File: config.mk
export PLATFORM = sky130hd
export DESIGN_NAME = iir4_regs
export DESIGN_NICKNAME = d
export VERILOG_FILES = /design/src/iir4_pkg.sv /design/src/iir4_regs.sv
export SDC_FILE = /design/constraint.sdc
export NUM_CORES = 1
export LEC_CHECK = 0
export ABC_CLOCK_PERIOD_IN_PS = 2400
export BUFFER_PORTS_ARGS = -buffer_cell sky130_fd_sc_hd__buf_2
export CORE_MARGIN = 1
export CORE_UTILIZATION = 50
export CTS_BUF_LIST = sky130_fd_sc_hd__clkbuf_16
export CTS_CLUSTER_DIAMETER = 40
export DETAILED_ROUTE_END_ITERATION = 8
export PLACE_DENSITY = 0.77
export SYNTH_ARGS = -nofsm -noshare
export SYNTH_HDL_FRONTEND = slang
export SYNTH_SLANG_ARGS = --single-unit
File: constraint.sdc
create_clock -name clk -period 2.4 [get_ports clk]
set_input_delay 0.48 -clock clk [delete_from_list [all_inputs] [get_ports clk]]
set_output_delay 0.48 -clock clk [all_outputs]
set_load 0.03 [all_outputs]
File: src/iir4_pkg.sv
package iir4_pkg;

	// Defaults of the top-level parameters
	localparam int SAMPLE_BITS_DEF = 12;
	localparam int COEF_FRAC_DEF   = 28;
	localparam int HIST_FRAC_DEF   = 12;

	localparam int COEF_W     = 32;
	localparam int HIST_W     = 40;
	localparam int HIST_DEPTH = 4;
	// stored outputs are split here so that each feedback product stays near 32x20
	localparam int SPLIT      = 20;
	localparam int DAC_W      = 12;
	localparam logic [DAC_W-1:0] DAC_MAX = {DAC_W{1'b1}};

	localparam int DATA_W = 32;
	localparam int ADDR_W = 5;

	localparam logic signed [HIST_W-1:0] Y_MAX = {1'b0, {(HIST_W-1){1'b1}}};
	localparam logic signed [HIST_W-1:0] Y_MIN = {1'b1, {(HIST_W-1){1'b0}}};

	typedef enum logic [2:0] {
		REG_B0 = 3'd0,
		REG_B1 = 3'd1,
		REG_B2 = 3'd2,
		REG_A1 = 3'd3,
		REG_A2 = 3'd4,
		REG_A3 = 3'd5,
		REG_A4 = 3'd6
	} reg_idx_t;

	typedef struct packed {
		logic signed [COEF_W-1:0] b0;
		logic signed [COEF_W-1:0] b1;
		logic signed [COEF_W-1:0] b2;
		logic signed [COEF_W-1:0] a1;
		logic signed [COEF_W-1:0] a2;
		logic signed [COEF_W-1:0] a3;
		logic signed [COEF_W-1:0] a4;
	} coef_t;

	localparam logic signed [COEF_W-1:0] B0_RST = 32'sd3996192;
	localparam logic signed [COEF_W-1:0] B1_RST = -32'sd7236750;
	localparam logic signed [COEF_W-1:0] B2_RST = 32'sd9948044;
	localparam logic signed [COEF_W-1:0] A1_RST = 32'sd896223640;
	localparam logic signed [COEF_W-1:0] A2_RST = -32'sd1181630459;
	localparam logic signed [COEF_W-1:0] A3_RST = 32'sd722527758;
	localparam logic signed [COEF_W-1:0] A4_RST = -32'sd172575440;

endpackage

File: src/iir4_regs.sv
module iir4_regs import iir4_pkg::*; (
	input  logic              clk,
	input  logic              arst_n,
	input  logic              psel,
	input  logic              penable,
	input  logic              pwrite,
	input  logic [ADDR_W-1:0] paddr,
	input  logic [DATA_W-1:0] pwdata,
	output logic [DATA_W-1:0] prdata,
	output logic              pready,
	output coef_t             coef
);

	coef_t    coef_q;
	reg_idx_t idx;
	logic     wr_en;

	assign idx    = reg_idx_t'(paddr[ADDR_W-1:2]);
	assign wr_en  = psel && penable && pwrite;
	assign pready = 1'b1;
	assign coef   = coef_q;

	always_ff @(posedge clk or negedge arst_n) begin
		if (!arst_n) begin
			coef_q.b0 <= B0_RST;
			coef_q.b1 <= B1_RST;
			coef_q.b2 <= B2_RST;
			coef_q.a1 <= A1_RST;
			coef_q.a2 <= A2_RST;
			coef_q.a3 <= A3_RST;
			coef_q.a4 <= A4_RST;
		end else if (wr_en) begin
			case (idx)
				REG_B0: coef_q.b0 <= $signed(pwdata);
				REG_B1: coef_q.b1 <= $signed(pwdata);
				REG_B2: coef_q.b2 <= $signed(pwdata);
				REG_A1: coef_q.a1 <= $signed(pwdata);
				REG_A2: coef_q.a2 <= $signed(pwdata);
				REG_A3: coef_q.a3 <= $signed(pwdata);
				REG_A4: coef_q.a4 <= $signed(pwdata);
				default: ;
			endcase
		end
	end

	always_comb begin
		case (idx)
			REG_B0: prdata = coef_q.b0;
			REG_B1: prdata = coef_q.b1;
			REG_B2: prdata = coef_q.b2;
			REG_A1: prdata = coef_q.a1;
			REG_A2: prdata = coef_q.a2;
			REG_A3: prdata = coef_q.a3;
			REG_A4: prdata = coef_q.a4;
			default: prdata = '0;
		endcase
	end

endmodule

==> impl_metrics.env <==
export IMPL_status="complete, no violations"
export IMPL_die_area_um2=21600
export IMPL_finalSetupViolCount=0
export IMPL_drc=0
export IMPL_final_common_cell="buf_2"
export IMPL_row_count=52
export IMPL_grt_pass1_wl_um=45700
export IMPL_cellPowerDensity_nw_per_um2=1040
export IMPL_reg2reg_from="coef[98]"
export IMPL_final_hold_viol_count=0
export IMPL_die_y_um=147
export IMPL_worst_path_stages=4
export IMPL_design_area_um2=13700
export IMPL_seqCellArea_um2=5730
export IMPL_tightest_slew_ns=0.579
export IMPL_diodes=0
export IMPL_crit_path_start="coef[27]"
export IMPL_hold_class="in -> reg"
export IMPL_ys_seq_elements=224
export IMPL_drv_cap=0
export IMPL_reg2reg_slack_ns=1.60
export IMPL_worstSetupEndpoint="prdata[27]"
export IMPL_clockBufferDepth=3
export IMPL_io_pins=299
export IMPL_crit_type="reg -> out"
export IMPL_routed_via_density=5.67
export IMPL_clock_skew_ns=0
export IMPL_slowest_delay_ns=0.40
export IMPL_timing_hold_ws_ns=0.256
export IMPL_drt_iter0_markers=338
export IMPL_cts_buffers=31
export IMPL_layout_common_cells="buf_2, mux2_2, dfrtp_1"
export IMPL_reg2reg_depth=1
export IMPL_path_delay_family="compound AO/OA/AOI/OAI gates"
export IMPL_timing_rr_end="coef[98]"
export IMPL_dr_total_vias=7581
export IMPL_grt_max_degree=67
export IMPL_largest_reg_flops=224
export IMPL_drive_gt1_share_pct=70.3
export IMPL_fin_crit_ns=2.38
export IMPL_clkSinkCount=224
export IMPL_power_leakage_nw=6.62
export IMPL_dp_hpwl_um=19500
export IMPL_ant_nets=0
export IMPL_overflow=0
export IMPL_synthTopCellsByArea="dfrtp_1, dfstp_2, mux2_2"
export IMPL_cp_start_kind="flop"
export IMPL_core_um2=20400
export IMPL_ir_drop_mv=0.705
export IMPL_fin_total_pwr_mw=14.3
export IMPL_crit_required_ns=1.92
export IMPL_wl_per_cell_um=22.0
export IMPL_path_clk_slew_ns=0.05
export IMPL_grt_pass1_vias=7789
export IMPL_critPathBufInv=1
export IMPL_fill_cells=1534
export IMPL_cp_cell_sequence="mux2_4 > a222oi_1 > o21ai_1 > buf_4"
export IMPL_antenna_found_initial=0
export IMPL_finalCritPeriodShare_pct=99.0
export IMPL_worstSkewPairLatency_ns=0.54
export IMPL_fin_cells=1336
export IMPL_synth_top_area_cell="dfrtp_1"
export IMPL_nets=1083
export IMPL_drt_first_pass_iters=7
export IMPL_start_util_pct=51.3
export IMPL_max_slew_margin_pct=61.3
export IMPL_cp_slowest_cell="dfrtp_1"
export IMPL_cp_data_arrival_time_ns=1.90
export IMPL_cp_end_kind="output pin"
export IMPL_dp_cells=1276
export IMPL_seq_area_frac_synth_pct=54.6
export IMPL_postPlaceCellArea_um2=12600
export IMPL_gp_congestion=0.829
export IMPL_htreeDepth=1
export IMPL_syn_area_um2=10500
export IMPL_die_w_um=147
export IMPL_postLayoutCoreUtil_pct=66.9
export IMPL_timing_fmax_ghz=0.421
export IMPL_netlist_cell_type_count=31
export IMPL_path_max_fanout=3
export IMPL_syn_avg_cell_area_um2=14.4
export IMPL_synth_nets=771
export IMPL_rsz0062_at_grt="true"
export IMPL_slew_violations=0
export IMPL_drt_wl_total_um=29400
export IMPL_grt_usage_pct=27.4
export IMPL_synth_warning_count=0
export IMPL_multi_input_area_um2=4520
export IMPL_syn2layout_area_growth_pct=30.2
export IMPL_synth_top_cell_area_share_pct=29.3
export IMPL_io_buffers=295
export IMPL_syn_inst=729
export IMPL_clockRootBuffer="clkbuf_16"
export IMPL_cts_tree="yes"
==> how the worst min path moves through the flow <==
stage | startpoint | end | slack, ns | cells past startpoint
2_1_floorplan | arst_n | coef[0] | 0.18 | 0
3_3_place_gp | coef[72] | coef[72] | 0.49 | 1
3_5_place_dp | coef[43] | coef[43] | 0.50 | 1
4_1_cts | pwdata[9] | coef[201] | 0.23 | 2
5_1_grt | pwdata[19] | coef[179] | 0.25 | 2
6_report | pwdata[1] | coef[193] | 0.26 | 2
==> synth_stat cells <==
library cell,count
mux2_2,223
dfrtp_1,123
dfstp_2,101
mux2i_1,47
buf_2,31
o21a_1,31
mux2_4,30
clkbuf_1,20
o221ai_1,17
nand2_1,16
nand3b_1,16
a222oi_1,15
nand3_1,15
o21ai_0,15
buf_6,3
mux2_1,3
nor2_1,3
and3b_1,2
buf_1,2
nand2b_1,2
nor2_2,2
nor2b_1,2
or3_1,2
a21oi_1,1
buf_4,1
conb_1,1
inv_1,1
mux4_2,1
nand4_1,1
nand4b_4,1
nor3b_1,1
==> where the power goes <==
group	total, mW	switching, mW	internal [mW]
registers	5.36	0.586	4.77
clock network	4.59	1.71	2.88
logic	4.31	2.76	1.55
total	14.3	5.05	9.21
==> layer usage <==
layer,routed length [um],up-vias,share of wire [%],global-route usage (%)
met1,12200,3902,42,35.5
li1,-,3340,-,-
met3,1660,59,5.7,4.19
met5,0,-,0,0
met4,865,0,2.9,9.27
met2,14600,280,50,46.8
==> cell families (layout without fill, tap and decap cells) <==
| kind of cell | Yosys count | after routing | synth area share (%) |
|---|---|---|---|
| flops | 224 | 224 | 54.6 |
| simple gates | 63 | 63 | 3.54 |
| compound gates | 79 | 79 | 5.83 |
| buf+inv | 58 | 395 | 2.70 |
| mux | 304 | 304 | 33.3 |
| other cells | 1 | 1 | 0.0357 |
==> timing repair <==
item / 4_1_cts / 5_1_grt
hold buffers: 1 / 0
gates cloned: 0 / 0
gates resized for setup: 1 / 3
pin swaps: 0 / 1
endpoints found under the hold margin: 35 / 0
setup endpoints to repair: 15 / 1
setup buffers: 0 / 1
==> through the flow <==
stage	TNS, ns	setup WS, ns
after floorplan	0	0.00631
after global placement	-0.171	-0.0670
after detailed placement	-0.480	-0.101
after CTS	0	0.0548
after global routing	-0.0389	-0.0389
final	0	0.0231
==> area by class of cell <==
class | count | area share [%]
flip-flops and latches | 224 | 42.0
multi-input cells | 447 | 33.1
repair buffers | 336 | 14.8
clock buffers | 31 | 5.68
well taps | 270 | 2.47
clock inverters | 27 | 1.97
inverters | 1 | 0.0275
Power figures use the tool's default switching activity.
